==> config.mk <==
export PLATFORM = sky130hd
export DESIGN_NAME = wildcard_pattern_matcher_unit
export DESIGN_NICKNAME = d
export VERILOG_FILES = /design/src/wpm_pkg.sv /design/src/wpm_front.sv /design/src/wpm_fifo.sv /design/src/wpm_back.sv /design/src/wildcard_pattern_matcher_unit.sv
export SDC_FILE = /design/constraint.sdc
export NUM_CORES = 1
export LEC_CHECK = 0
export ABC_CLOCK_PERIOD_IN_PS = 21700
export BUFFER_PORTS_ARGS = -buffer_cell sky130_fd_sc_hd__buf_2
export CAP_MARGIN = 10
export CORE_ASPECT_RATIO = 0.8
export CORE_MARGIN = 2
export CORE_UTILIZATION = 30
export DETAILED_ROUTE_END_ITERATION = 10
export GPL_TIMING_DRIVEN = 0
export PLACE_DENSITY_LB_ADDON = 0.08
export REMOVE_ABC_BUFFERS = 1
export SETUP_SLACK_MARGIN = 0.05
export SYNTH_ARGS = -nofsm -noshare
export SYNTH_HDL_FRONTEND = slang
export SYNTH_SLANG_ARGS = --single-unit
==> constraint.sdc <==
create_clock -name clk_i -period 21.7 [get_ports clk_i]
set_clock_uncertainty 0.05 [all_clocks]
set_input_delay 4.34 -clock clk_i [delete_from_list [all_inputs] [get_ports clk_i]]
set_output_delay 4.34 -clock clk_i [all_outputs]
set_load 0.02 [all_outputs]
==> src/wpm_pkg.sv <==
// ----------------------------------------------------------------------------
// Wildcard pattern matcher package
// Item kinds, wildcard byte codes and the queued op type.
// ----------------------------------------------------------------------------
package wpm_pkg;

  typedef enum logic [1:0] {
    KIND_CLEAR  = 2'd0,
    KIND_APPEND = 2'd1,
    KIND_TEXT   = 2'd2,
    KIND_END    = 2'd3
  } kind_e;

  localparam logic [7:0] CH_ANY_ONE = 8'd63;  // '?'
  localparam logic [7:0] CH_ANY_RUN = 8'd42;  // '*'
  localparam logic [7:0] CH_NUL     = 8'd0;

  localparam int unsigned QUEUE_DEPTH = 2;

  typedef struct packed {
    kind_e      kind;
    logic [7:0] chr;
  } op_t;

endpackage

==> src/wpm_front.sv <==
// ----------------------------------------------------------------------------
// Wildcard pattern matcher front end
// Accepts input beats, drops NUL appends and hands ops to the queue.
// ----------------------------------------------------------------------------
module wpm_front (
  input  logic            in_valid_i,
  output logic            in_ready_o,
  input  logic [1:0]      kind_i,
  input  logic [7:0]      character_i,
  output logic            push_o,
  input  logic            push_ready_i,
  output wpm_pkg::op_t    push_op_o
);

  wpm_pkg::kind_e kind;
  logic           nul_append;

  assign kind       = wpm_pkg::kind_e'(kind_i);
  // A NUL pattern byte is taken, but has no effect.
  assign nul_append = (kind == wpm_pkg::KIND_APPEND) && (character_i == wpm_pkg::CH_NUL);

  assign in_ready_o     = push_ready_i;
  assign push_o         = in_valid_i && push_ready_i && !nul_append;
  assign push_op_o.kind = kind;
  assign push_op_o.chr  = character_i;

endmodule

==> src/wpm_fifo.sv <==
// ----------------------------------------------------------------------------
// Wildcard pattern matcher op queue
// Short FIFO between front end and match engine.
// ----------------------------------------------------------------------------
module wpm_fifo (
  input  logic            clk_i,
  input  logic            rst_ni,
  input  logic            push_i,
  output logic            push_ready_o,
  input  wpm_pkg::op_t    push_op_i,
  output logic            pop_valid_o,
  input  logic            pop_ready_i,
  output wpm_pkg::op_t    pop_op_o
);

  localparam int unsigned PtrW = $clog2(wpm_pkg::QUEUE_DEPTH);
  localparam int unsigned CntW = $clog2(wpm_pkg::QUEUE_DEPTH + 1);

  wpm_pkg::op_t    mem_q [wpm_pkg::QUEUE_DEPTH];
  logic [PtrW-1:0] wr_ptr_q, wr_ptr_d, rd_ptr_q, rd_ptr_d;
  logic [CntW-1:0] count_q, count_d;
  logic            do_push, do_pop;

  assign push_ready_o = (count_q != CntW'(wpm_pkg::QUEUE_DEPTH));
  assign pop_valid_o  = (count_q != '0);
  assign pop_op_o     = mem_q[rd_ptr_q];
  assign do_push      = push_i && push_ready_o;
  assign do_pop       = pop_valid_o && pop_ready_i;

  always_comb begin
    wr_ptr_d = wr_ptr_q;
    rd_ptr_d = rd_ptr_q;
    count_d  = count_q;
    if (do_push) begin
      wr_ptr_d = (wr_ptr_q == PtrW'(wpm_pkg::QUEUE_DEPTH - 1)) ? '0 : wr_ptr_q + 1'b1;
    end
    if (do_pop) begin
      rd_ptr_d = (rd_ptr_q == PtrW'(wpm_pkg::QUEUE_DEPTH - 1)) ? '0 : rd_ptr_q + 1'b1;
    end
    if (do_push && !do_pop) begin
      count_d = count_q + 1'b1;
    end else if (do_pop && !do_push) begin
      count_d = count_q - 1'b1;
    end
  end

  always_ff @(posedge clk_i or negedge rst_ni) begin
    if (!rst_ni) begin
      wr_ptr_q <= '0;
      rd_ptr_q <= '0;
      count_q  <= '0;
    end else begin
      wr_ptr_q <= wr_ptr_d;
      rd_ptr_q <= rd_ptr_d;
      count_q  <= count_d;
    end
  end

  always_ff @(posedge clk_i) begin
    if (do_push) begin
      mem_q[wr_ptr_q] <= push_op_i;
    end
  end

  a_count_bound: assert property (@(posedge clk_i) disable iff (!rst_ni)
    count_q <= CntW'(wpm_pkg::QUEUE_DEPTH))
    else $error("queue count beyond depth");

  a_count_inc: assert property (@(posedge clk_i) disable iff (!rst_ni)
    (do_push && !do_pop) |=> (count_q == $past(count_q) + 1'b1))
    else $error("queue count did not grow on push");

  a_ptr_gap: assert property (@(posedge clk_i) disable iff (!rst_ni)
    (count_q == '0 || count_q == CntW'(wpm_pkg::QUEUE_DEPTH)) |-> (wr_ptr_q == rd_ptr_q))
    else $error("queue pointers disagree with count");

endmodule

==> src/wpm_back.sv <==
// ----------------------------------------------------------------------------
// Wildcard pattern matcher engine
// Pattern cells, reachable position set and the result register.
// ----------------------------------------------------------------------------
module wpm_back #(
  parameter int unsigned MaxPattern = 63
) (
  input  logic            clk_i,
  input  logic            rst_ni,
  input  logic            op_valid_i,
  output logic            op_ready_o,
  input  wpm_pkg::op_t    op_i,
  output logic            out_valid_o,
  input  logic            out_ready_i,
  output logic            matched_o,
  output logic            overflow_o
);

  localparam int unsigned W    = MaxPattern + 1;  // positions 0..MaxPattern
  localparam int unsigned LenW = $clog2(W);
  localparam int unsigned Lvl  = $clog2(W);

  // Pattern cells
  logic [7:0]      byte_q [MaxPattern];
  logic            star_q [MaxPattern];
  logic            any_q  [MaxPattern];
  logic [LenW-1:0] len_q, len_d;
  logic            ovf_q, ovf_d;
  logic [W-1:0]    reach_q, reach_d;

  logic            out_valid_q, out_valid_d;
  logic            matched_q, overflow_q;

  logic            pop, is_clear, is_append, is_text, is_end, room;
  logic [W-1:0]    live, star_v, closed, stay, adv, next_set;
  logic [W-1:0]    gen  [Lvl+1];
  logic [W-1:0]    prop [Lvl+1];

  assign is_clear  = (op_i.kind == wpm_pkg::KIND_CLEAR);
  assign is_append = (op_i.kind == wpm_pkg::KIND_APPEND);
  assign is_text   = (op_i.kind == wpm_pkg::KIND_TEXT);
  assign is_end    = (op_i.kind == wpm_pkg::KIND_END);

  // Only end-of-text beats need the result slot.
  assign op_ready_o = !is_end || !out_valid_q || out_ready_i;
  assign pop        = op_valid_i && op_ready_o;
  assign room       = (len_q < LenW'(MaxPattern));

  always_comb begin
    live   = '0;
    star_v = '0;
    for (int i = 0; i < MaxPattern; i++) begin
      live[i]   = (LenW'(i) < len_q);
      star_v[i] = live[i] && star_q[i];
    end
  end

  // Star closure as a parallel prefix: a set position on a '*' carries to the next.
  always_comb begin
    gen[0]  = reach_q;
    prop[0] = {star_v[W-2:0], 1'b0};
    for (int l = 0; l < Lvl; l++) begin
      for (int i = 0; i < W; i++) begin
        if (i >= (1 << l)) begin
          gen[l+1][i]  = gen[l][i] | (prop[l][i] & gen[l][i-(1<<l)]);
          prop[l+1][i] = prop[l][i] & prop[l][i-(1<<l)];
        end else begin
          gen[l+1][i]  = gen[l][i];
          prop[l+1][i] = prop[l][i];
        end
      end
    end
    closed = gen[Lvl];
  end

  always_comb begin
    stay = '0;
    adv  = '0;
    for (int i = 0; i < MaxPattern; i++) begin
      if (closed[i] && live[i]) begin
        if (star_q[i]) begin
          stay[i] = 1'b1;
        end else if (any_q[i] || byte_q[i] == op_i.chr) begin
          adv[i] = 1'b1;
        end
      end
    end
    next_set = stay | {adv[W-2:0], 1'b0};
  end

  always_comb begin
    len_d       = len_q;
    ovf_d       = ovf_q;
    reach_d     = reach_q;
    out_valid_d = out_valid_q && !out_ready_i;
    if (pop) begin
      case (op_i.kind)
        wpm_pkg::KIND_CLEAR: begin
          len_d   = '0;
          ovf_d   = 1'b0;
          reach_d = W'(1);
        end
        wpm_pkg::KIND_APPEND: begin
          if (room) begin
            len_d = len_q + 1'b1;
          end else begin
            ovf_d = 1'b1;
          end
          reach_d = W'(1);
        end
        wpm_pkg::KIND_TEXT: begin
          reach_d = next_set;
        end
        default: begin
          reach_d     = W'(1);
          out_valid_d = 1'b1;
        end
      endcase
    end
  end

  always_ff @(posedge clk_i or negedge rst_ni) begin
    if (!rst_ni) begin
      len_q       <= '0;
      ovf_q       <= 1'b0;
      reach_q     <= W'(1);
      out_valid_q <= 1'b0;
    end else begin
      len_q       <= len_d;
      ovf_q       <= ovf_d;
      reach_q     <= reach_d;
      out_valid_q <= out_valid_d;
    end
  end

  always_ff @(posedge clk_i) begin
    if (pop && is_end) begin
      matched_q  <= closed[len_q];
      overflow_q <= ovf_q;
    end
    for (int i = 0; i < MaxPattern; i++) begin
      if (pop && is_append && room && len_q == LenW'(i)) begin
        byte_q[i] <= op_i.chr;
        star_q[i] <= (op_i.chr == wpm_pkg::CH_ANY_RUN);
        any_q[i]  <= (op_i.chr == wpm_pkg::CH_ANY_ONE);
      end
    end
  end

  assign out_valid_o = out_valid_q;
  assign matched_o   = matched_q;
  assign overflow_o  = overflow_q;

  a_rearm: assert property (@(posedge clk_i) disable iff (!rst_ni)
    (pop && (is_end || is_clear || is_append)) |=> (reach_q == W'(1)))
    else $error("matcher not rearmed");

  a_len_bound: assert property (@(posedge clk_i) disable iff (!rst_ni)
    len_q <= LenW'(MaxPattern))
    else $error("pattern length beyond capacity");

  a_slot_free: assert property (@(posedge clk_i) disable iff (!rst_ni)
    (pop && is_end) |-> (!out_valid_q || out_ready_i))
    else $error("result overwritten while pending");

  a_text_keeps_len: assert property (@(posedge clk_i) disable iff (!rst_ni)
    (pop && is_text) |=> (len_q == $past(len_q)))
    else $error("text beat changed pattern length");

endmodule

==> src/wildcard_pattern_matcher_unit.sv <==
// ----------------------------------------------------------------------------
// Wildcard pattern matcher unit
// Whole-string '?'/'*' matcher: pattern loads beat by beat, text streams in,
// end of text returns the match verdict and the sticky overflow flag.
//
//   channel | dir | handshake              | payload
//   --------+-----+------------------------+--------------------------
//   in      | in  | in_valid_i/in_ready_o  | kind_i[1:0], character_i[7:0]
//   out     | out | out_valid_o/out_ready_i| matched_o, overflow_o
//
// One beat per cycle while no result waits untaken; every position of the
// pattern updates in the same cycle by the engine's prefix-tree star closure.
// End-of-text result is registered first in the queue, then in the engine.
// Reset needs no clearing pass; the pattern cells are simply unwritten.
// in_ready_o drops only when the two-entry queue is full; the engine holds an
// end-of-text beat only while the previous result is still not taken.
// ----------------------------------------------------------------------------
module wildcard_pattern_matcher_unit #(
  parameter int unsigned MAX_PATTERN = 63
) (
  input  logic       clk_i,
  input  logic       rst_ni,
  input  logic       in_valid_i,
  output logic       in_ready_o,
  input  logic [1:0] kind_i,
  input  logic [7:0] character_i,
  output logic       out_valid_o,
  input  logic       out_ready_i,
  output logic       matched_o,
  output logic       overflow_o
);

  logic         push, push_ready, pop_valid, pop_ready;
  wpm_pkg::op_t push_op, pop_op;

  wpm_front u_front (
    .in_valid_i   (in_valid_i),
    .in_ready_o   (in_ready_o),
    .kind_i       (kind_i),
    .character_i  (character_i),
    .push_o       (push),
    .push_ready_i (push_ready),
    .push_op_o    (push_op)
  );

  wpm_fifo u_fifo (
    .clk_i        (clk_i),
    .rst_ni       (rst_ni),
    .push_i       (push),
    .push_ready_o (push_ready),
    .push_op_i    (push_op),
    .pop_valid_o  (pop_valid),
    .pop_ready_i  (pop_ready),
    .pop_op_o     (pop_op)
  );

  wpm_back #(
    .MaxPattern (MAX_PATTERN)
  ) u_back (
    .clk_i       (clk_i),
    .rst_ni      (rst_ni),
    .op_valid_i  (pop_valid),
    .op_ready_o  (pop_ready),
    .op_i        (pop_op),
    .out_valid_o (out_valid_o),
    .out_ready_i (out_ready_i),
    .matched_o   (matched_o),
    .overflow_o  (overflow_o)
  );

endmodule
**After elaboration in Yosys (flattened, before gate mapping)**

Memory sizes are Yosys's and may differ from the RTL's.
Index checks and enable logic that the tools add are counted.

- Add/sub/neg operators: 5
- Order comparisons: 65
- Bitwise logic cells: 901
- Equality and inequality tests: 134
- Mux-type cells: 1014
- Reductions and logical operators: 466

Operators with widths:

| operator | count |
|---|---|
| 6-bit two-way mux | 187 |
| 1-bit two-way mux | 759 |
| 1-bit AND | 579 |
| 8-bit equality test | 63 |
| 8-bit two-way mux | 62 |
| 8-bit OR reduction | 62 |
| 1-bit bitwise OR | 321 |
| 1-bit logical AND | 200 |
| 6-bit equality test, second input constant | 31 |
| 6-bit less-than comparator, first input constant | 31 |
| 1-bit OR reduction | 124 |
| 6-bit by 5-bit equality test with 1-bit output, second input constant | 16 |
| 5-bit by 6-bit less-than comparator with 1-bit output, first input constant | 16 |
| 1-bit logical OR | 65 |
| 64-bit two-way mux | 1 |
| 63-bit by 64-bit bitwise OR with 64-bit output | 1 |
| 6-bit by 4-bit equality test with 1-bit output, second input constant | 8 |
| 4-bit by 6-bit less-than comparator with 1-bit output, first input constant | 8 |
| 6-bit by 3-bit equality test with 1-bit output, second input constant | 4 |
| 3-bit by 6-bit less-than comparator with 1-bit output, first input constant | 4 |
| 8-bit by 6-bit equality test with 1-bit output, second input constant | 2 |
| 6-bit by 2-bit equality test with 1-bit output, second input constant | 2 |
| 1-bit by 6-bit less-than comparator with 1-bit output, first input constant | 2 |
| 2-bit by 6-bit less-than comparator with 1-bit output, first input constant | 2 |
| 21 further kinds | 35 |

- Output and inout bits: 4
- Bits in registers: 78
- Bits of input ports: 14
- Memories kept: 4
- Bits in writable memories: 650

Memories:

| name | depth | bits a word | read ports | clocked after memory_dff | wr ports | RTL line | RTL |
|---|---|---|---|---|---|---|---|
| u_back.byte_q | 63 | 8 | 63 | 0 | 1 | wpm_back.sv:24 | `logic [7:0] byte_q [MaxPattern];` |
| u_back.any_q | 63 | 1 | 63 | 0 | 1 | wpm_back.sv:26 | `logic any_q [MaxPattern];` |
| u_back.star_q | 63 | 1 | 63 | 0 | 1 | wpm_back.sv:25 | `logic star_q [MaxPattern];` |
| u_fifo.mem_q | 2 | 10 | 1 | 0 | 1 | wpm_fifo.sv:19 | `wpm_pkg::op_t mem_q [wpm_pkg::QUEUE_DEPTH];` |

**Depth between registers and ports, before layout**

An unclocked memory read counts as a cell.

- Word-level depth: 74
- Gate-level depth with buffers: 18
- Depth with buffers taken out: 14

**By module**

A second synthesis with hierarchy kept.

- Cells, all modules: 2773
- Area, all modules: 34936.0 µm²

Modules (own cells, without submodules):

| module | times used | area an instance (µm²) | cells an instance |
|---|---|---|---|
| wpm_back | 1 | 33886.2 | 2708 |
| wpm_fifo | 1 | 932.1 | 49 |
| wpm_front | 1 | 117.6 | 16 |

**Worst setup path after synthesis**

OpenSTA, ideal clock, no wires.

- Path kind: register -> register
- Start point: reg u_fifo.rd_ptr_q
- End point: mem u_back.star_q[0][0], data pin
- Required time: 20.796 ns
- Stages on the path, launching flop included: 9
- Setup time: 0.854 ns
- Data arrival time: 6.340 ns
- Path slack: 14.456 ns
- Path buffers: 5
- Cells stage by stage: dfrtp_1 > clkbuf_1 > buf_1 > mux2i_1 > buf_1 > clkbuf_1 > buf_2 > inv_1 > nor4_1

RTL lines:

| what | RTL line | RTL |
|---|---|---|
| start, declared | wpm_fifo.sv:20 | `logic [PtrW-1:0] wr_ptr_q, wr_ptr_d, rd_ptr_q, rd_ptr_d;` |
| start signal, assigned | wpm_fifo.sv:54 | `rd_ptr_q <= rd_ptr_d;` |
| end, declared | wpm_back.sv:25 |  |

**Worst setup path after layout**

- Start point: reg u_back.len_q[0]
- End point: reg u_back.matched_q (netlist: u_back.matched_o), data pin

- Cells in the longest elaborated chain, start to end: 16

RTL lines:

| what | RTL line | RTL |
|---|---|---|
| start, declared | wpm_back.sv:27 | `logic [LenW-1:0] len_q, len_d;` |
| start signal, assigned | wpm_back.sv:129 | `len_q <= len_d;` |
| 1-bit by 6-bit less-than comparator with 1-bit output | wpm_back.sv:53 | `live[i] = (LenW'(i) < len_q);` |
| 1-bit logical AND | wpm_back.sv:54 | `star_v[i] = live[i] && star_q[i];` |
| 1-bit AND | wpm_back.sv:65 | `gen[l+1][i] = gen[l][i] \| (prop[l][i] & gen[l][i-(1<<l)]);` |
| 1-bit bitwise OR | wpm_back.sv:65 |  |
| 1-bit AND | wpm_back.sv:65 |  |
| 1-bit bitwise OR | wpm_back.sv:65 |  |
| 1-bit AND | wpm_back.sv:65 |  |
| 1-bit bitwise OR | wpm_back.sv:65 |  |
| 1-bit AND | wpm_back.sv:65 |  |
| 1-bit bitwise OR | wpm_back.sv:65 |  |
| 1-bit AND | wpm_back.sv:65 |  |
| 1-bit bitwise OR | wpm_back.sv:65 |  |
| 1-bit AND | wpm_back.sv:65 |  |
| 1-bit bitwise OR | wpm_back.sv:65 |  |
| 1-bit binary-select mux with 6-bit select * | wpm_back.sv:138 | `matched_q <= closed[len_q];` |
| 1-bit two-way mux (not written as such) * | wpm_back.sv:138 |  |
| end signal, assigned | wpm_back.sv:138 |  |
| end, declared | wpm_back.sv:32 | `logic matched_q, overflow_q;` |

Mark *: on every way between the ends. The rest lies on a longest branch, timed or not. The select of a mux whose other input is x is not followed.
A chain may end at the register's enable or synchronous reset.

==> key figures <==
STA
  – Max-slew violations: 0
  – Final worst path period need: 7.06 ns
  – Final setup vio count: 0
  – Slew headroom: 7.33%
  – Peak Freq: 142 MHz
  – Worst Max-Slew Pin Slew: 1.39 ns
  – RSZ-0062 raised after global routing: false
  – Final period util: 32.5%
  – Final hold violation count: 0
  – Final setup TNS: 0 ns

Logic synthesis
  – EDFF count, synth: 652
  – Cells after Synth: 2709
  – Yosys cell types: 103
  – Yosys warns: 0
  – Avg Inst Size Synth: 12.8 um^2
  – Post-synthesis sequential element count: 728
  – FFs w/ async S/R, synth: 10.4%
  – Mapped cell area: 34600 um^2
  – Main synth FF type: edfxtp_1
  – Sequential fraction of the synthesis area: 62.2%

Detailed routing
  – Total wire length: 119 mm
  – Starting DRC count in detailed routing: 2165
  – Residual DRC: 0
  – WL per Instance: 27.3 um
  – Antenna viol nets, final: 0
  – Vias per cell: 5.40
  – DR vias: 23503
  – Pre-antenna DRT Iters: 10

Critical path
  – Worst reg2reg path depth: 14
  – Worst r2r src: u_back.len_q[0]
  – Reg2Reg Setup Slack: 14.64 ns
  – Kind of end point of the critical path: register
  – FF-to-FF End: u_back.matched_o
  – Critical Path Source: u_back.len_q[0]
  – Worst-path maximum fanout: 41
  – Crit path top cell by count: o21ai_0
  – Critical path required time: 22.17 ns
  – CP max stage delay: 1.01 ns
  – Largest delay share family, worst path: compound AO/OA/AOI/OAI gates
  – Nature of the critical path startpoint: register
  – Crit Path Category: reg2reg
  – Crit path cell chain: inv_2 -> ha_1 -> and2b_1 -> o21ai_1 -> a221oi_1 -> a211oi_2 -> o21ai_0 -> a21boi_1 -> o21ai_0 -> a21boi_0 -> nor3_1 -> o21ai_0 -> a21oi_1 -> o22a_1
  – CP bufs+invs: 1
  – Slowest cell on crit path: dfrtp_2
  – Data arrival, critical path: 7.53 ns

Global routing
  – First-pass GRT wire length: 172 mm
  – Initial antenna violation count: 1
  – Vias in the first global route: 23492
  – Grt total ovfl: 0
  – Largest net degree at the start of global routing: 52
  – GRT Util Overall: 20.1%

Clocking
  – H-tree levels: 3
  – CTS tree: done
  – Clk_lat worst skew: 0.67 ns
  – # clock sinks: 728
  – Resize count post-CTS: 0
  – Post-CTS Setup Bufs: 0
  – Worst-path clk slew: 0.06 ns
  – Clock tree buffer depth: 3
  – CTS root buffer: clkbuf_16
  – CTS Buf Count: 80
  – # hold bufs at CTS: 0

Placed design
  – Routability Congestion: 0.910
  – Port-buffer cells: 17
  – Detail Placement HPWL: 81.1 mm

Floorplan
  – Starting Density: 30.2%
  – Die Ht: 308 um
  – Row cnt: 111
  – Die area: 118000 um^2
  – Core area: 114000 um^2
  – IO Pins: 18
  – Die W: 383 um

Final layout
  – Layout cells sized above 1: 11.9%
  – Multi-input gate area: 12500 um^2
  – Most common cell after layout, fill and taps aside: edfxtp_1
  – Filler cell count: 11047
  – FF/Latch Area: 21500 um^2
  – Commonest non-fill, non-tap cells in the layout: edfxtp_1 (652), xnor2_1 (501), a21oi_1 (149), nor4_1 (144), nand2_1 (128)
  – # diodes: 0
  – Layout area overhead: 17.1%
  – Nets@finish: 2785

Power
  – Total Power: 4.66 mW
  – Power density cells: 115 nW/um^2
  – Leak Pwr: 12.6 nW
  – Max IR drop VDD: 0.000103 V

Hold path
  – Hold path depth: 1
  – Hold Crit Endpoint: u_fifo.wr_ptr_q
  – Worst min-delay path class: reg2reg
  – Hold Startpoint: u_fifo.wr_ptr_q

Run status
  – Status: finished, final reports clean

Flow run
  – Max Cap Viol: 0
## cells by family after synthesis
| kind of cell | synth area share [%] |
|---|---|
| adders and majority gates | 0.181 |
| xor gates and xnor gates | 12.9 |
| buffers and inverters | 2.35 |
| AOI/OAI and AO/OA | 11.2 |
| and+or+nand+nor | 10.5 |
| muxes | 0.634 |
| DFF | 62.2 |
## stage by stage
stage	worst slack (ns)	hold slack (ns)	area (um^2)	util [%]	std cells
after floorplan	9.32	0.376	33900	-	2560
after global placement	-18.31	0.419	35900	31.3	4102
after detailed placement	14.86	0.424	37900	33.1	4207
after CTS	14.82	0.436	40500	35.3	4354
after global routing	14.29	0.446	40500	35.4	4356
final	14.64	0.432	40500	35.4	4356
## sequential cells by signal, indices dropped and copies added (netlist names)
signal	flops
u_back.any_q	63
u_back.overflow_o	1
u_fifo.mem_q	20
u_back.len_q	6
u_back.out_valid_o	1
u_back.reach_q	64
u_back.matched_o	1
u_fifo.rd_ptr_q	1
u_fifo.wr_ptr_q	1
u_back.byte_q	504
u_back.ovf_q	1
u_fifo.count_q	2
u_back.star_q	63
## synth_stat cells, drive strengths merged, types with 6 or more instances
cell | number | area [um^2]
and3 | 24 | 150
clkbuf | 62 | 233
o211ai | 18 | 145
nand2b | 10 | 62.6
nor3 | 91 | 460
xnor2 | 501 | 4390
o21bai | 14 | 105
nand3 | 66 | 335
a221oi | 6 | 65.1
o311ai | 6 | 52.6
o31ai | 13 | 103
nor2b | 8 | 50.1
a22oi | 10 | 75.1
a31o | 11 | 96.3
o21ai | 117 | 601
a41oi | 14 | 130
nor2 | 123 | 462
a21o | 25 | 188
a21oi | 153 | 781
dfrtp | 75 | 1880
a211oi | 21 | 168
xor2 | 8 | 70.1
and2 | 9 | 56.3
a2111oi | 7 | 68.8
o22ai | 7 | 43.8
or3 | 18 | 118
or2 | 7 | 43.8
buf | 87 | 450
or4 | 25 | 191
mux2i | 14 | 140
a22o | 30 | 263
nor4b | 6 | 58.8
edfxtp | 652 | 19600
nand4 | 18 | 113
o211a | 9 | 90.1
nand2 | 129 | 487
o21a | 16 | 121
a41o | 6 | 60.1
nor4 | 147 | 920
a31oi | 27 | 184
inv | 34 | 128
## worst reg2reg max path: cells and delay by family, from the launching register on
family                     cells  cell delay (ns)
AOI/OAI and AO/OA             10             3.57
adders and majority gates      1             0.69
buffers and inverters          1             0.54
DFF                            1             1.01
and+or+nand+nor                2             1.07
## routing by layer
layer,vias up,global-route usage (%),share of wire (%)
met5,-,0,0
met4,0,4.95,2.2
met3,149,2.94,5.1
met2,728,30.9,44
met1,12212,29.6,48
li1,10414,-,-
## worst max-delay path by stage
stage	end	slack, ns	depth (start not counted)
floorplan	u_back.star_q[0][0]	9.32	3
global placement	u_back.any_q[0][28]	-18.31	2
detailed placement	u_back.matched_o	14.86	14
CTS	u_back.matched_o	14.82	14
global route	u_back.matched_o	14.29	14
finish	u_back.matched_o	14.64	14
## final cells by class
type / instances / area share [%]
inverters: 34 / 0.365
clock inverters: 42 / 1.17
well taps: 1525 / 4.71
repair buffers: 124 / 4.57
flip-flops and latches: 728 / 53.1
clock buffers: 105 / 5.23
multi-input cells: 1798 / 30.9
## where the power goes
part / internal, mW / leakage, nW / total (mW) / switching, mW
clock: 0.789 / 1.26 / 1.37 / 0.583
sequential: 1.68 / 6.94 / 1.74 / 0.0565
combinational: 0.571 / 4.36 / 1.55 / 0.974
(Power assumes the default switching activity.)
